[config.mk]
export PLATFORM = sky130hd
export DESIGN_NAME = stmin_front
export DESIGN_NICKNAME = d
export VERILOG_FILES = /design/src/hdl/stmin_pkg.sv /design/src/hdl/stmin_front.sv
export SDC_FILE = /design/constraint.sdc
export NUM_CORES = 1
export LEC_CHECK = 0
export BUFFER_PORTS_ARGS = -buffer_cell sky130_fd_sc_hd__buf_2
export CORE_ASPECT_RATIO = 1.5
export CORE_MARGIN = 2
export CORE_UTILIZATION = 34
export DETAILED_ROUTE_END_ITERATION = 12
export PLACE_DENSITY = 0.85
export SYNTH_ARGS = -nofsm -noshare
export SYNTH_HDL_FRONTEND = slang
export SYNTH_SLANG_ARGS = --single-unit
[constraint.sdc]
create_clock -name vclk -period 2.9
set_input_delay 0.58 -clock vclk [all_inputs]
set_output_delay 0.58 -clock vclk [all_outputs]
set_load 0.01 [all_outputs]
[src/hdl/stmin_pkg.sv]
package stmin_pkg;

  localparam int unsigned VALUE_W   = 32;
  localparam int unsigned POS_W     = 10;
  localparam int unsigned KIND_W    = 2;
  localparam int unsigned S_TDATA_W = 64;
  localparam int unsigned M_TDATA_W = 32;

  localparam logic signed [VALUE_W-1:0] MIN_IDENTITY = 32'sh7FFF_FFFF;

  typedef enum logic [KIND_W-1:0] {
    KIND_UPDATE,
    KIND_QUERY,
    KIND_EMPTY
  } kind_e;

  function automatic logic signed [VALUE_W-1:0] min_val(
    input logic signed [VALUE_W-1:0] a,
    input logic signed [VALUE_W-1:0] b
  );
    return (a < b) ? a : b;
  endfunction

endpackage

[src/hdl/stmin_front.sv]
module stmin_front #(
  parameter int unsigned LEAF_COUNT = 1024,
  parameter int unsigned CW         = 12,
  parameter int unsigned EW         = 2 + 2 * 12 + 32
) (
  input  logic                            s_valid_i,
  input  logic                            command_i,
  input  logic [stmin_pkg::POS_W-1:0]     position_i,
  input  logic [stmin_pkg::VALUE_W-1:0]   new_value_i,
  input  logic [stmin_pkg::POS_W-1:0]     range_left_i,
  input  logic [stmin_pkg::POS_W-1:0]     range_right_i,
  input  logic                            clear_done_i,
  output logic                            s_ready_o,
  input  logic                            q_ready_i,
  output logic                            q_push_o,
  output logic [EW-1:0]                   q_data_o
);
  import stmin_pkg::*;

  localparam logic [31:0] LEAVES = 32'(LEAF_COUNT);

  logic [31:0] pos_w, left_w, right_w, right_clip, lo_w, hi_w;
  kind_e       kind;
  logic        drop;

  assign s_ready_o = q_ready_i & clear_done_i;

  always_comb begin
    pos_w      = 32'(position_i);
    left_w     = 32'(range_left_i);
    right_w    = 32'(range_right_i);
    right_clip = (right_w >= LEAVES) ? (LEAVES - 32'd1) : right_w;
    drop       = 1'b0;
    lo_w       = '0;
    hi_w       = '0;
    if (!command_i) begin
      kind = KIND_UPDATE;
      drop = (pos_w >= LEAVES);
      lo_w = pos_w + LEAVES;
    end else if (left_w > right_clip) begin
      kind = KIND_EMPTY;
    end else begin
      kind = KIND_QUERY;
      lo_w = left_w + LEAVES;
      hi_w = right_clip + LEAVES + 32'd1;
    end
  end

  assign q_push_o = s_valid_i & s_ready_o & ~drop;
  assign q_data_o = {kind, lo_w[CW-1:0], hi_w[CW-1:0], new_value_i};

endmodule

## Word level (Yosys, flattened, before mapping)

Cells that the tools add are included.

- Bits in registers: 0
- Input port bits: 66
- Logic and storage cells: 13

- $add $sub $neg: 4
- Magnitude comparators: 1
- Muxes and demuxes: 6
- Bitwise gates (word level): 2

Operators with widths:

| kind | count |
|---|---|
| $mux 12 | 4 |
| $add 10x11->12 const B | 3 |
| $add 12x1->12 const B | 1 |
| $gt 10x10->1 | 1 |
| $mux 2 | 2 |
| $and 1x1->1 | 2 |

## Depth between registers and ports, before layout

Gate-level depths: netlist (run 1).

- Depth in word-level cells: 4
- Mapped depth: 7
- Mapped depth without buffers: 6

## Worst setup path after synthesis (run 1)

No wires, ideal clock.

- Path kind: input port to output port
- From: input port range_right_i[3] (netlist name)
- To: output port q_data_o[34]
- Data arrival time: 2.097 ns
- Data required time: 2.320 ns
- Setup slack: 0.223 ns
- Cell stages on the path: 7
- Cell sequence: inv_1 -> ha_1 -> a21oi_1 -> o21ai_0 -> a2111o_1 -> buf_6 -> a211oi_1

- Cells in the longest elaborated chain, start to end: 3

Ends and longest elaborated chain:

| element | line | RTL |
|---|---|---|
| from (decl) | stmin_front.sv:11 | `input logic [stmin_pkg::POS_W-1:0] range_right_i,` |
| $gt 10x10->1 | stmin_front.sv:40 | `end else if (left_w > right_clip) begin` |
| $mux 12 | stmin_front.sv:40 |  |
| $mux 12 | stmin_front.sv:36 | `if (!command_i) begin` |
| to (decl) | stmin_front.sv:16 | `output logic [EW-1:0] q_data_o` |

No other way between the ends.

## Worst setup path after layout (run 1)

- From: input port range_right_i[1] (netlist name)
- To: output port q_data_o[32]

Same word-level chain as after synthesis.

==> results of run 1 <==
area by class of cell:
class	count	area, um2
Tap cell	39	48.8
Multi-Input combinational cell	85	807
Inverter	13	48.8
Fill cell	278	1490
Timing Repair Buffer	80	459
per-layer routing:
layer / GRT usage (%) / share of wire, % / wire [um] / vias to the layer above
met1: 16.3 / 35 / 1070 / 490
met2: 29.0 / 51 / 1540 / 49
met3: 1.81 / 8.5 / 256 / 30
met4: 10.2 / 5.3 / 159 / 0
met5: 0 / 0 / 0 / -
li1: - / - / - / 544
what timing repair did:
item	4_1_cts	5_1_grt
endpoints found under the setup margin	10	25
buffers inserted	0	1
pin swaps	1	6
resized for setup	6	24
final timing paths:
kind                          from      endpoint  slack (ns)
setup / recovery  range_right_i[1]  q_data_o[32]        0.06
hold / removal     new_value_i[14]  q_data_o[14]        1.16
where the power goes:
| part | switching [mW] | internal (mW) | total, mW |
|---|---|---|---|
| registers | 0 | 0 | 0 |
| logic | 0.141 | 0.125 | 0.266 |
| clock network | 0 | 0 | 0 |
| total | 0.141 | 0.125 | 0.266 |
cell usage in the layout, fill, tap and decap left out, types with 2 or more instances in the layout:
master	instances
a31oi_1	10
ha_1	5
nor2_1	2
nand3_1	5
and3_1	3
mux2i_1	10
a21oi_2	2
nand4_1	5
buf_2	61
a211oi_2	9
buf_6	3
nand2_1	5
inv_2	4
xnor2_1	7
buf_4	16
inv_1	9
ha_4	6
critical path, cell delays in order:
cell	delay (ns)
buf_2	0.11
inv_1	0.08
ha_4	0.20
a21o_1	0.18
a2111o_1	0.54
buf_6	0.19
a211oi_2	0.21
buf_2	0.16
kinds of logic after synthesis:
kind of cell	count (synthesis)	synth area share (%)
AO/OA/AOI/OAI	32	22.8
buffers and inverters	54	34.0
other	1	0.377
adder cells (fa/ha/maj)	11	13.9
XOR/XNOR	7	6.17
AND/OR/NAND/NOR	24	12.7
multiplexers	10	10.1
==> flow_summary.toml, run 1 <==
[yosys]
syn_area_um2 = 993
yosys-top-cells-count = "buf_4, inv_1, a31oi_1, ha_1"
postSynthAreaPerCell_um2 = 7.15
largest_area_contributor_in_the_synthesized_netlist = "buf_4"
postSynthNetCount = 216
synth.distinct_cells = 26
most_frequently_used_cell_type_in_the_post_synthesis_netlist = "buf_4"
yosysWarningCount = 0
synth.top_cells.by_area = "buf_4, ha_1, mux2i_1"
syn_inst = 139
synth.yosys.seq_area_share_pct = 0
post-synth-top-area-fraction_pct = 24.9

[sta]
setup_viol = 0
timing.fmax_ghz = 0.352
final-max-slew-violation-count = 0
maxSlewHeadroom_pct = 61.1
final.setup.worst_slack_ns = 0.0627
worst_hold_slack_ns = 1.16
period_needed_ns = 2.84
worst_slew_pin_slew_ns = 0.582
post_route_setup_tns_ns = 0
final_clock_period_utilization_by_the_worst_path_pct = 97.8
unrepaired_setup_endpoints_after_global_routing = "true"
hold_violations = 0

[power]
vdd_drop_max_mv = 0.0808
pwr_density_cell_nw_per_um2 = 195
totalPowerFinal_mw = 0.266
static-leakage-power_nw = 0.689

[floorplan]
placementRows = 24
fp.dieArea_um2 = 3380
die_width_um = 48.1
floorplan.initialDensity_pct = 34.8
io_pins = 126
floorplan.die.height_um = 70.2
design.core.area_um2 = 2850

[place]
place_area_um2 = 1200
finalWeightedCongestion = 0.860
io_buffer_count = 61
hpwlAfterDp_um = 2410
placedCellCount = 216
dp_slack_ns = -0.0137

[setup_path]
crit_path_max_fanout = 6
critical_path.startpoint_type = "input pin"
worst_ep_arrival_time_ns = 2.26
setup.worst_path.class = "input pin to primary output"
worst-endpoint-required_ns = 2.32
worst_setup_path_end_kind = "primary output"

[routing]
viasPerCell = 5.13
route.detailed.drc = 0
drt-total-wl_um = 3020
drt.antenna.violating_nets = 0
detailedRoute.firstPassIterationCount = 4
avgRoutedWirePerCell_um = 13.9
via_count = 1113
detailedRoute.firstIterationViolations = 4

[layout]
post-route-cell-area_um2 = 1360
finalNonFillerCells = 217
antenna_cells_inserted = 0
clkbuf_count = 0
layout-drive-gt1-share_pct = 59.6
register_area_um2 = 0
num-nets-final = 257
numSequentialCells = 0
final_core_util_pct = 47.8
area_growth_pct = 37.3

[global_routing]
grt_overflow = 0
first_pass_grt_wire_length_um = 4230
vias_in_the_first_global_route = 1018
grt_antenna_before_repair = 0
track_usage_pct = 16.4
maximum_number_of_pins_on_one_net_before_global_route_repair = 14

[min_path]
worstHoldPathType = "input pin to primary output"
worst_hold_path.num_cells = 0

[run_status]
run_status = "finished clean"

[job]
maxCapViolations = 0

[cts]
cts_hold_buffers = 0
No activity file was read; power rests on OpenSTA's default activity.
==> run 2, diff against run 1 <==
Settings changed: MAX_ROUTING_LAYER set to met4.
==> run 2 against run 1 <==
  * Die area is the same
  * Utilization is the same
  * Fmax barely moved
  * Combinational power about the same
  * Cell area is the same
  * Non-clock buffer count unchanged
  * Via count is 0.18% lower
  * Critical path depth is the same
  * Routed wire length is essentially flat
  * Sequential share of layout area unchanged
  * Largest power group unchanged
==> flow_summary.toml, run 2 (same netlist as run 1, synthesis figures left out) <==
[layout]
most-common-layout-cells = "buf_2, buf_4, mux2i_1, a31oi_1"
finalNonFillerCells = 217
numSequentialCells = 0
post-route-cell-area_um2 = 1360
clkbuf_count = 0
num-nets-final = 257
final_core_util_pct = 47.8
antenna_cells_inserted = 0
area_growth_pct = 37.3
register_area_um2 = 0
layout-drive-gt1-share_pct = 59.6
mostFrequentLayoutCell = "buf_2"

[floorplan]
io_pins = 126
die_width_um = 48.1
placementRows = 24
floorplan.initialDensity_pct = 34.8
design.core.area_um2 = 2850
fp.dieArea_um2 = 3380
floorplan.die.height_um = 70.2

[sta]
maxSlewHeadroom_pct = 60.9
timing.fmax_ghz = 0.352
final_clock_period_utilization_by_the_worst_path_pct = 97.9
worst_hold_slack_ns = 1.16
worst_slew_pin_slew_ns = 0.586
setup_viol = 0
period_needed_ns = 2.84
final.setup.worst_slack_ns = 0.0613
hold_violations = 0
final-max-slew-violation-count = 0
unrepaired_setup_endpoints_after_global_routing = "true"
post_route_setup_tns_ns = 0

[global_routing]
grt_overflow = 0
vias_in_the_first_global_route = 1019
maximum_number_of_pins_on_one_net_before_global_route_repair = 14
first_pass_grt_wire_length_um = 4230
grt_antenna_before_repair = 0
track_usage_pct = 16.8

[setup_path]
worst_setup_path_end_kind = "primary output"
crit_path_start = "range_right_i[1]"
crit_path_max_fanout = 6
worst-endpoint-required_ns = 2.32
setup.worst_path.class = "input pin to primary output"
worst_ep_arrival_time_ns = 2.26
critical_path.startpoint_type = "input pin"

[cts]
cts_hold_buffers = 0

[power]
vdd_drop_max_mv = 0.0809
p_clk_share_pct = 0
static-leakage-power_nw = 0.689
share_comb_of_total_power_pct = 100.0
pwr_density_cell_nw_per_um2 = 195
sw_share_pct = 53.0
internal_portion_of_total_power_mw = 0.125
switchingPower_mw = 0.141
totalPowerFinal_mw = 0.266
power_frac_seq_pct = 0

[routing]
route.detailed.drc = 0
viasPerCell = 5.12
drt.antenna.violating_nets = 0
drt-total-wl_um = 3020
avgRoutedWirePerCell_um = 13.9
detailedRoute.firstPassIterationCount = 4
detailedRoute.firstIterationViolations = 6
via_count = 1111

[place]
finalWeightedCongestion = 0.873
placedCellCount = 216
io_buffer_count = 61
hpwlAfterDp_um = 2410
dp_slack_ns = -0.0137
place_area_um2 = 1200

[min_path]
worst_hold_startpoint = "new_value_i[14]"
worstHoldPathType = "input pin to primary output"

[job]
maxCapViolations = 0

[run_status]
run_status = "finished clean"
## run 2: cell counts in the layout (fill, tap and decap cells not counted)
No cell type changed its count.
## run 2: area by class of cell
cell class / instances / area [um2]
fill: 278 / 1490
multi-input combinational: 85 / 807
timing repair buffer: 80 / 459
inverter: 13 / 48.8
tap: 39 / 48.8
## run 2: power groups by stage
stage / sequential (mW) / combinational [mW] / clock (mW)
6_report: 0 / 0.266 / 0
5_1_grt: 0 / 0.293 / 0
4_1_cts: 0 / 0.234 / 0
3_5_place_dp: 0 / 0.226 / 0
3_3_place_gp: 0 / 0.222 / 0
2_1_floorplan: 0 / 0.169 / 0
## run 2: metal layers
layer	up-vias	wire length [um]	global-route usage, %
li1	544	-	-
met3	28	241	1.81
met2	47	1540	29.0
met4	0	157	10.2
met1	492	1080	16.3
met5	-	0	-
## run 2: critical path: stages
cell	delay, ns
buf_2	0.11
inv_1	0.08
ha_4	0.20
a21o_1	0.18
a2111o_1	0.54
buf_6	0.19
a211oi_2	0.21
buf_2	0.16
## run 2: repair_timing
action                     CTS  global route
pin swaps                    1             6
setup buffers                0             1
gates resized for setup      6            24
setup endpoints to repair   10            25
## run 2: worst paths after layout
kind	endpoint	cells past startpoint
setup / recovery	q_data_o[32]	8
hold / removal	q_data_o[14]	0
