`config.mk`:
```
export PLATFORM = sky130hd
export DESIGN_NAME = stmin_queue
export DESIGN_NICKNAME = d
export VERILOG_FILES = /design/src/hdl/stmin_queue.sv
export SDC_FILE = /design/constraint.sdc
export NUM_CORES = 1
export LEC_CHECK = 0
export ABC_AREA = 1
export BUFFER_PORTS_ARGS = -buffer_cell sky130_fd_sc_hd__buf_2
export CORE_UTILIZATION = 40
export DETAILED_ROUTE_END_ITERATION = 7
export SLEW_MARGIN = 20
export SYNTH_ARGS = -nofsm -noshare
export SYNTH_HDL_FRONTEND = slang
export SYNTH_SLANG_ARGS = --single-unit
```
`constraint.sdc`:
```
create_clock -name clk_i -period 4.7 [get_ports clk_i]
set_input_delay 0.47 -clock clk_i [delete_from_list [all_inputs] [get_ports clk_i]]
set_output_delay 0.47 -clock clk_i [all_outputs]
set_load 0.005 [all_outputs]
```
`src/hdl/stmin_queue.sv`:
```
module stmin_queue #(
  parameter int unsigned WIDTH = 56
) (
  input  logic             clk_i,
  input  logic             rst_ni,
  input  logic             push_i,
  input  logic [WIDTH-1:0] push_data_i,
  output logic             ready_o,
  output logic             valid_o,
  output logic [WIDTH-1:0] data_o,
  input  logic             pop_i
);

  logic [WIDTH-1:0] entry_q [2];
  logic             wr_ptr_q, wr_ptr_d;
  logic             rd_ptr_q, rd_ptr_d;
  logic [1:0]       count_q, count_d;

  assign ready_o = (count_q != 2'd2);
  assign valid_o = (count_q != 2'd0);
  assign data_o  = entry_q[rd_ptr_q];

  always_comb begin
    wr_ptr_d = wr_ptr_q ^ push_i;
    rd_ptr_d = rd_ptr_q ^ pop_i;
    count_d  = count_q + 2'(push_i) - 2'(pop_i);
  end

  always_ff @(posedge clk_i) begin
    if (push_i) begin
      entry_q[wr_ptr_q] <= push_data_i;
    end
  end

  always_ff @(posedge clk_i or negedge rst_ni) begin
    if (!rst_ni) begin
      wr_ptr_q <= 1'b0;
      rd_ptr_q <= 1'b0;
      count_q  <= 2'd0;
    end else begin
      wr_ptr_q <= wr_ptr_d;
      rd_ptr_q <= rd_ptr_d;
      count_q  <= count_d;
    end
  end

  ovf_chk: assert property (@(posedge clk_i) disable iff (!rst_ni)
    push_i |-> (ready_o || pop_i))
    else $error("queue overflow");

  udf_chk: assert property (@(posedge clk_i) disable iff (!rst_ni)
    pop_i |-> valid_o)
    else $error("queue underflow");

  cnt_chk: assert property (@(posedge clk_i) disable iff (!rst_ni)
    count_q != 2'd3)
    else $error("queue count out of range");

endmodule

```
# Word level (Yosys, flattened, before mapping)

Memories as Yosys holds them, arrays and structs flattened.
Index checks and enable logic that the tools add are counted.

Add/subtract/negate cells: 2
Bitwise gates (word level): 2
Eq/ne operators: 1
Mux-type cells: 2
Reductions and logical operators: 1

Operators with widths:

| cell                                          | number |
|---|---|
| 2-bit by 1-bit adder with 2-bit output        | 1 |
| 1-bit 2-to-1 mux                              | 2 |
| 2-bit inequality test (second input constant) | 1 |
| 2-bit nonzero test                            | 1 |
| 2-bit by 1-bit subtractor with 2-bit output   | 1 |
| 1-bit bitwise XOR                             | 2 |

Logic and storage cells: 12
Output and inout bits: 58
RAM bits: 112
Memories: 1
Input port bits: 60
Flip-flop bits (word level): 4

Memories:

| name    | words | bits a word | rd ports | clocked after Yosys merged registers in | wr ports | RTL line | text |
|---|---|---|---|---|---|---|---|
| entry_q | 2     | 56          | 1        | 0                                       | 1        | 14       | `logic [WIDTH-1:0] entry_q [2];` |

# Longest topological paths before layout

Gate-level depths: netlist (run 1).

Depth in word-level cells: 2
Depth in mapped cells: 7
Gate-level depth less buffers: 7

# Worst setup path after synthesis (run 1)

OpenSTA, ideal clock, no wires.

Path type: input port to flip-flop
From: in push_i
To: mem entry_q[0][0], enable pin
Setup time: 0.420 ns
Slack: 2.438 ns
Stages: 1
Arrival: 1.843 ns
Data required time: 4.280 ns
Buffers on the path: 0
Path through: ha_1

Longest elaborated chain between the ends: 2

RTL lines:

| item                                   | RTL line | text |
|---|---|---|
| start, declared                        | 6        | `input logic push_i,` |
| 1-bit 2-to-1 mux                       | 30       | `if (push_i) begin` |
| 1-bit 2-to-1 mux (not written as such) | 31       | `entry_q[wr_ptr_q] <= push_data_i;` |
| end, declared                          | 14       |  |

Every way passes these cells.

# Worst setup path after layout (run 1)

From: reg rd_ptr_q
To: out data_o[46]

Longest elaborated chain between the ends: 1

RTL lines:

| item                   | RTL line | text |
|---|---|---|
| start, declared        | 16       | `logic rd_ptr_q, rd_ptr_d;` |
| start signal, assigned | 42       | `rd_ptr_q <= rd_ptr_d;` |
| memory read 2 x 56 bit | -        |  |
| end, declared          | 10       | `output logic [WIDTH-1:0] data_o,` |

Every way passes these cells.

==> results of run 1 <==
kinds of logic after synthesis:
family,after synthesis
flops,116
buf+inv,75
fa+ha+maj,4
xor+xnor,1
simple gates,64
compound gates,56
how the worst max path moves through the flow:
stage	slack [ns]	endpoint	cells after the start
detailed placement	2.50	entry_q[1][9]$_DFFE_PP_	3
global placement	2.51	entry_q[1][48]$_DFFE_PP_	3
global route	1.99	data_o[2]	2
floorplan	2.44	entry_q[0][0]$_DFFE_PP_	1
CTS	2.09	data_o[2]	2
finish	2.16	data_o[46]	2
critical path: stages, from the launching register on:
cell     delay, ns
dfrtp_4       1.04
o21ai_0       0.26
buf_2         0.19
registers in the layout, indices dropped and copies added, names as in the netlist:
| signal | count |
|---|---|
| count_q | 2 |
| rd_ptr_q | 1 |
| wr_ptr_q | 1 |
| entry_q | 112 |
metrics by stage:
stage / utilization (%) / power, mW
4_1_cts: 53.8 / 3.48
3_5_place_dp: 48.4 / 2.26
3_3_place_gp: 48.4 / 2.24
2_1_floorplan: - / 1.93
5_1_grt: 53.8 / 3.64
6_report: 53.8 / 3.43
power by group through the flow:
stage	clock network (mW)	logic (mW)	registers, mW
finish	1.21	0.674	1.55
global route	1.28	0.773	1.58
CTS	1.24	0.696	1.55
detailed placement	0	0.693	1.57
global placement	0	0.679	1.56
floorplan	0	0.483	1.44
layer usage:
| metal | wire length, um | part of all wire, % |
|---|---|---|
| met4 | 94 | 1.2 |
| met5 | 0 | 0 |
| met3 | 471 | 6.2 |
| met2 | 3630 | 48 |
| met1 | 3380 | 45 |
layout make-up:
| type | instances | area, um^2 |
|---|---|---|
| well taps | 136 | 170 |
| flip-flops and latches | 116 | 3470 |
| multi-input cells | 125 | 586 |
| inverters | 63 | 236 |
| repair buffers | 120 | 611 |
| clock buffers | 18 | 418 |
| clock inverters | 13 | 141 |
| fillers | 906 | 4830 |
synth_stat cells:
cell type	instances	share of area, %
clkbuf_1	4	0.34
edfxtp_1	112	77
nand2_1	63	5.4
xor2_1	1	0.20
buf_4	3	0.52
buf_6	4	1.0
o21ai_0	56	6.4
inv_1	63	5.4
buf_2	1	0.11
nand3_1	1	0.11
dfrtp_1	4	2.3
ha_1	4	1.1
what timing repair did:
action / in CTS / in global routing
hold buffers: 1 / 0
hold endpoints to repair: 4 / 0
endpoints found under the setup margin: 0 / 0
==> implementation parameters, run 1 <==
Parameter                              Value

Place
  Detailed placer's ending HPWL    4740 um
  Worst slack, placed    2.50 ns
  Inst Count DP    559
  Final Wtd Congestion    0.683
  Port-buffer cells    117
  Area of placed instances    0.00506 mm^2

CTS
  Reg clk slew, reported paths    0.05 ns
  Maximum clock path buffer count    2
  Clock tree from TritonCTS    yes
  Post-cts gate resize count    0
  Root buffer cell    clkbuf_8
  Clock sink total    116
  Clock latency on the worst-skew pair    0.51 ns
  CTS buffer count    17
  Setup repair bufs after CTS    0
  CTS H-tree lvls    4

Power
  Net Sw Power    0.958 mW
  Cell-internal power    2.47 mW
  Leakage    2.44 nW
  Sequential share of power    45.1%
  Worst voltage drop across the vdd grid    0.277 mV
  Pwr/cell area    609 mW/mm^2
  Fraction of power spent switching nets    28.0%
  Proportion of power drawn by the clock network    35.2%
  Combinational power share    19.7%

STA
  Fmax achieved    394 MHz
  Max-slew violation count    0
  Number of hold-slack violations in the final timing report    0
  Final Critical Period    2.54 ns
  Worst path setup slack after routing    2.16 ns
  Worst slew pin tran    0.987 ns
  Setup Total Neg Slack    0 ns
  Final clock period utilization by the worst path    54.0%
  Worst setup skew after layout    0.0128 ns
  RSZ-0062 raised after global routing    no
  Tightest slew margin relative to the limit    34.2%
  Final setup violation count    0
  Worst hold slack across all endpoints    0.146 ns

Min path
  Hold path start    push_data_i[11]
  Worst Hold Depth    1
  Worst Hold End    entry_q[0][11]$_DFFE_PP_
  Worst min-delay path class    in2reg

Synthesis
  Xor-xnor portion of the synthesized cell area    0.201%
  Simple-gate area share of the yosys netlist    5.53%
  Compound-gate portion of the synthesized area    6.42%
  Dominant combinational cell family by area after synthesis    buffers and inverters
  Portion of the post-synthesis area used by sequential elements    79.3%
  Net count after synthesis    380
  Number of distinct library cell variants in the gate-level netlist after synthesis    12
  Syn Inst Count    316
  Number of warning messages in the yosys log    0
  Register bit count reported by yosys    116
  Mux contribution to synthesized area    0%
  Mapped cell area    0.00437 mm^2
  Post-synthesis share of cell area spent on full adders, half adders and majority gates    1.15%
  Post-synthesis area per instance    13.8 um^2

Die
  Die height    107 um
  Io pins    118
  Die Area    0.0113 mm^2
  Initial cell density of the core    41.7%
  Rows    37
  Core area    0.0105 mm^2
  Die X-Extent    107 um

Global routing
  Largest net degree at the start of global routing    114
  Overflow after GRT    0
  GR Layer Usage met1    16.3%
  Global routing's busiest layer    met2
  Total global routing track utilization    14.3%
  Met2 track demand over resource in global routing    23.4%
  Initial antenna violation count    0
  Global-route wire length before repair    11800 um
  Vias in the first global route    2554
  Routing usage on met3    5.76%

Critical path
  Cell depth of the worst flop-to-flop path    3
  Setup crit start    rd_ptr_q$_DFF_PN0_
  Reg2Reg Capture Point    entry_q[0][55]$_DFFE_PP_
  Signal arrival time at the worst endpoint    2.07 ns
  Type of the worst setup path    reg2out
  Setup slack of the most critical reg-to-reg path    2.75 ns
  Required time at the endpoint of the critical path    4.23 ns
  Startpoint type of the worst setup path    register
  Launch instance of the worst register-to-register path    wr_ptr_q$_DFF_PN0_
  Worst-path fanout max    113
  Critical Path Sink Type    output port

Detailed routing
  TritonRoute pass-1 iters    4
  Post-route ant nets    0
  DR vias    2604
  Wire length after detailed routing    7580 um
  Vias per cell    4.41
  Post-detailed-route DRC marker count    0
  Final routed wire length divided by cell count    12.8 um
  Starting DRC count in detailed routing    55

Finish
  Synth-to-layout area growth    28.9%
  Top library cells by usage in the layout, fill and taps aside    buf_2 (117), edfxtp_1 (112), inv_1 (63), nand2_1 (63), o21ai_0 (56)
  Finished Cell Area    0.00563 mm^2
  Fraction of final layout cells with drive strength greater than 1    32.7%
  Leading cell type in the layout, fill and taps excluded    buf_2
  Final Instance Count excl. Fillers    591
  Antenna diode instance count    0
  Net count of the finished layout    507

Job
  Max-cap viol count    0

Outcome
  Outcome    completed
(Power assumes the default switching activity.)
==> inputs of run 2 (changes only) <==
ABC_AREA = 0   (was 1)
PLACE_DENSITY = 0.66   (was unset)
clock period = 2.2 ns   (was 4.7 ns; I/O delays follow)
==> run 2 against run 1 <==
Via count shrank 7.2%. Wire length down 2.2%. Setup slack got worse by 2.0 ns. Largest cell class unchanged. Largest power group unchanged.
==> implementation parameters, run 2 <==
Parameter                              Value

Critical path
  Startpoint type of the worst setup path    register
  Launch instance of the worst register-to-register path    wr_ptr_q$_DFF_PN0_
  Cell breakdown of the critical path    buf_12, mux2_2, buf_2
  Reg2Reg Capture Point    entry_q[0][55]$_DFFE_PP_
  Setup crit start    rd_ptr_q$_DFF_PN0_
  Kind of cell adding the most delay to the critical path    flip-flops
  Crit path buffers/inverters    2
  Crit path max-delay cell type    dfrtp_4
  Worst-path fanout max    24
  Maximum cell stage delay along the critical path    0.57 ns
  Type of the worst setup path    reg2out
  Critical Path Sink Type    output port
  Required time at the endpoint of the critical path    1.98 ns
  Signal arrival time at the worst endpoint    1.81 ns
  Setup slack of the most critical reg-to-reg path    0.89 ns
  Cell depth of the worst flop-to-flop path    3

STA
  Setup Total Neg Slack    0 ns
  Worst slew pin tran    0.401 ns
  Max-slew violation count    0
  Fmax achieved    493 MHz
  Worst path setup slack after routing    0.172 ns
  Number of hold-slack violations in the final timing report    0
  RSZ-0062 raised after global routing    no
  Final setup violation count    0
  Final clock period utilization by the worst path    92.2%
  Worst hold slack across all endpoints    0.0320 ns
  Final Critical Period    2.03 ns
  Tightest slew margin relative to the limit    73.3%
  Worst setup skew after layout    0.00708 ns

Finish
  Registers with the most flip-flops    entry_q x112, count_q x2
  Final Instance Count excl. Fillers    531
  Register with the most flip-flops    entry_q
  Finished Cell Area    0.00629 mm^2
  Flip-flop count of the largest register, all copies and words added    112
  Fraction of final layout cells with drive strength greater than 1    52.7%
  Leading cell type in the layout, fill and taps excluded    buf_2
  Top library cells by usage in the layout, fill and taps aside    buf_2 (117), edfxtp_1 (112), dlygate4sd3_1 (58)
  Antenna diode instance count    0
  Final Util    60.1%
  Synth-to-layout area growth    43.8%
  Net count of the finished layout    448

Power
  Final Total Pwr    7.64 mW
  Pwr/cell area    1220 mW/mm^2
  Worst voltage drop across the vdd grid    0.562 mV
  Leakage    2.53 nW

Detailed routing
  Post-detailed-route DRC marker count    0
  DR vias    2417
  Vias per cell    4.55
  Post-route ant nets    0
  TritonRoute pass-1 iters    4
  Wire length after detailed routing    7410 um
  Final routed wire length divided by cell count    14.0 um
  Starting DRC count in detailed routing    71

Synthesis
  Largest cells by area after synthesis    edfxtp_1 (77%), mux2_4 (10%), mux2_2 (6.7%)
  Number of warning messages in the yosys log    0
  Most repeated cell in the gate-level netlist after synthesis    edfxtp_1
  Number of flops mapped to enable cells by yosys    112
  Number of distinct library cell variants in the gate-level netlist after synthesis    12
  Net count after synthesis    254
  Post-synthesis area per instance    23.0 um^2
  Syn Inst Count    190
  Proportion of synthesized flip-flops having asynchronous set or reset    3.45%
  Cell type with the largest total area after synthesis    edfxtp_1
  Mapped cell area    0.00437 mm^2
  Synth cell count leaders    edfxtp_1 (112), mux2_4 (30), mux2_2 (26)
  Main synth FF type    edfxtp_1
  Portion of the post-synthesis area used by sequential elements    79.2%
  Top-area cell type share of the netlist area    76.9%
  Register bit count reported by yosys    116

Min path
  Hold path start    push_i
  Worst min-delay path class    in2reg
  Worst Hold End    count_q[0]$_DFF_PN0_
  Worst Hold Depth    2

Die
  Die height    107 um
  Die X-Extent    107 um
  Initial cell density of the core    41.8%
  Core area    0.0105 mm^2
  Io pins    118
  Die Area    0.0114 mm^2
  Rows    37

Global routing
  Overflow after GRT    0
  Total global routing track utilization    14.1%
  Largest net degree at the start of global routing    30
  Vias in the first global route    2531
  Initial antenna violation count    0
  Global-route wire length before repair    11800 um

CTS
  Number of hold-repair buffers added at the cts stage    58
  Clock tree from TritonCTS    yes
  CTS buffer count    17
  Clock sink total    116
  Post-cts gate resize count    0
  Clock latency on the worst-skew pair    0.50 ns
  Reg clk slew, reported paths    0.05 ns
  Setup repair bufs after CTS    0
  Root buffer cell    clkbuf_8
  Maximum clock path buffer count    2
  CTS H-tree lvls    4

Place
  Port-buffer cells    117
  Final Wtd Congestion    0.675
  Area of placed instances    0.00515 mm^2
  Worst slack, placed    0.683 ns
  Detailed placer's ending HPWL    4630 um
  Inst Count DP    443

Job
  Max-cap viol count    0

Outcome
  Outcome    completed
[run 2: changes by cell type after synthesis, moves of 3 or more]
cell / change
inv_1: -59
buf_4: -3
clkbuf_1: -4
o21ai_0: -56
mux2_2: +26
nand2_1: -63
mux2_4: +30
[run 2: final cells by class]
cell class | instances | area [um^2]
fillers | 817 | 4170
flip-flops and latches | 116 | 3470
repair buffers | 181 | 1240
multi-input cells | 64 | 843
clock buffers | 17 | 414
well taps | 136 | 170
clock inverters | 13 | 143
inverters | 4 | 15.0
[run 2: kinds of logic (layout without fill, tap and decap cells)]
kind of cell / count (synthesis) / in the layout / share of synthesized area, %
adder cells (fa/ha/maj): 4 / 4 / 1.14
AND/OR/NAND/NOR: 2 / 2 / 0.286
flip-flops: 116 / 116 / 79.2
XOR/XNOR: 2 / 2 / 0.744
buffers and inverters: 10 / 215 / 1.60
multiplexers: 56 / 56 / 17.0
[run 2: routing by layer]
layer	up-vias	GRT usage (%)	routed length (um)
met4	0	6.16	95
met3	10	4.72	417
met5	-	0	0
met2	83	24.4	3850
met1	1190	15.7	3040
li1	1134	-	-
[run 2: report_power, final]
group / switching [mW] / internal, mW
clock: 0.866 / 1.68
sequential: 0.167 / 2.95
combinational: 0.829 / 1.15
total: 1.86 / 5.78
[run 2: worst max path at each step]
stage | slack, ns | cells past startpoint | end
after floorplan | 0.08 | 1 | entry_q[1][0]$_DFFE_PP_
after global placement | 0.70 | 3 | data_o[55]
after detailed placement | 0.68 | 3 | data_o[7]
after CTS | 0.14 | 3 | data_o[7]
after global routing | 0.09 | 3 | data_o[4]
final | 0.17 | 3 | data_o[4]
==> inputs of run 3 (changes only) <==
CORE_ASPECT_RATIO = 1.2   (was unset)
==> run 3 against run 2 <==
Combinational power increased by 3%. Sequential share of layout area grew 2.0 points. Largest cell class unchanged. Total power is 1.9% higher. Final cell count decreased by 6.2%.
==> implementation parameters, run 3 (synthesis results as in run 2) <==
Parameter                              Value

Finish
  Top library cells by usage in the layout, fill and taps aside    buf_2 (117), edfxtp_1 (112), mux2_4 (30), dlygate4sd3_1 (30), mux2_2 (26)
  Flip-flop count of the largest register, all copies and words added    112
  Antenna diode instance count    0
  Register with the most flip-flops    entry_q
  Final Util    57.4%
  Registers with the most flip-flops    entry_q x112, count_q x2
  Synth-to-layout area growth    38.7%
  Leading cell type in the layout, fill and taps excluded    buf_2
  Fraction of final layout cells with drive strength greater than 1    57.2%
  Net count of the finished layout    420
  Final Instance Count excl. Fillers    498

CTS
  CTS H-tree lvls    4
  Clock tree from TritonCTS    yes
  Root buffer cell    clkbuf_16
  Reg clk slew, reported paths    0.05 ns
  Clock latency on the worst-skew pair    0.39 ns
  CTS buffer count    17
  Maximum clock path buffer count    2
  Clock sink total    116
  Post-cts gate resize count    0

Job
  Max-cap viol count    0

Die
  Initial cell density of the core    41.4%
  Core area    0.0106 mm^2
  Die Area    0.0114 mm^2
  Io pins    118
  Die X-Extent    97.4 um
  Rows    41
  Die height    117 um

Place
  Port-buffer cells    117
  Detailed placer's ending HPWL    4690 um
  Inst Count DP    436
  Final Wtd Congestion    0.672

Critical path
  Required time at the endpoint of the critical path    1.98 ns
  Critical Path Sink Type    output port
  Signal arrival time at the worst endpoint    1.65 ns
  Startpoint type of the worst setup path    register
  Type of the worst setup path    reg2out
  Worst-path fanout max    20

STA
  Final Critical Period    1.87 ns
  Final clock period utilization by the worst path    85.1%
  Fmax achieved    534 MHz
  Worst slew pin tran    0.434 ns
  Tightest slew margin relative to the limit    71.1%
  Setup Total Neg Slack    0 ns
  Worst setup skew after layout    0.00445 ns
  RSZ-0062 raised after global routing    no
  Max-slew violation count    0
  Number of hold-slack violations in the final timing report    0
  Final setup violation count    0

Global routing
  Overflow after GRT    0
  Initial antenna violation count    0
  Largest net degree at the start of global routing    38
  Total global routing track utilization    13.6%
  Global-route wire length before repair    11300 um
  Vias in the first global route    2344

Detailed routing
  TritonRoute pass-1 iters    4
  Post-route ant nets    0
  Wire length after detailed routing    7370 um
  Final routed wire length divided by cell count    14.8 um
  Post-detailed-route DRC marker count    0
  Starting DRC count in detailed routing    73
  DR vias    2304
  Vias per cell    4.63

Power
  Worst voltage drop across the vdd grid    0.680 mV
  Leakage    2.43 nW
  Pwr/cell area    1290 mW/mm^2

Min path
  Worst min-delay path class    in2reg

Outcome
  Outcome    completed
-- run 3: timing repair --
item / in CTS / in global routing
setup endpoints to repair: 0 / 0
buffers inserted: 0 / 0
hold buffers: 26 / 4
endpoints found under the hold margin: 51 / 7
-- run 3: through the flow --
step	instance area, um^2	hold WS, ns	total power [mW]	worst slack (ns)
4_1_cts	6020	0.00000602	7.91	0.281
2_1_floorplan	4370	-0.0756	4.38	0.0752
3_3_place_gp	5170	0.0461	5.11	0.715
3_5_place_dp	5170	0.0487	5.14	0.710
5_1_grt	6060	0.00104	8.16	0.250
6_report	6060	0.0169	7.79	0.327
-- run 3: worst max-delay path, cell delays in order, from the launching register on --
cell	delay (ns)
dfrtp_4	0.42
buf_4	0.34
mux2_2	0.37
buf_2	0.12
-- run 3: cell type report --
cell class                      instances  area [um^2]
Tap cell                              129          161
Fill cell                             837         4500
Clock inverter                         10          131
Timing Repair Buffer                  153          981
Clock buffer                           22          464
Inverter                                4         15.0
Sequential cell                       116         3470
Multi-Input combinational cell         64          843
-- run 3: metal layers --
| metal | wire length, um | GRT usage, % | vias up |
|---|---|---|---|
| met5 | 0 | 0 | - |
| met4 | 127 | 7.16 | 0 |
| met3 | 451 | 5.51 | 10 |
| met2 | 3770 | 23.4 | 87 |
| met1 | 3020 | 14.6 | 1123 |
| li1 | - | - | 1084 |
-- run 3: path summary, 6_finish.rpt --
path,endpoint,slack [ns],from,cells past startpoint
max in group asynchronous,rd_ptr_q$_DFF_PN0_,1.86,rst_ni,2
worst max-delay path,data_o[5],0.33,rd_ptr_q$_DFF_PN0_,3
worst min register to register,count_q[1]$_DFF_PN0_,0.63,count_q[1]$_DFF_PN0_,1
min in group asynchronous,count_q[0]$_DFF_PN0_,0.17,rst_ni,2
worst min-delay path,entry_q[0][15]$_DFFE_PP_,0.02,push_data_i[15],1
worst max register to register,entry_q[0][39]$_DFFE_PP_,0.73,wr_ptr_q$_DFF_PN0_,3
-- run 3: report_power, final --
| part | internal, mW | total (mW) | switching, mW | leakage [nW] |
|---|---|---|---|---|
| registers | 2.94 | 3.05 | 0.109 | 1.10 |
| logic | 1.15 | 2.04 | 0.893 | 1.05 |
| clock network | 1.83 | 2.70 | 0.870 | 0.284 |
| total | 5.92 | 7.79 | 1.87 | 2.43 |
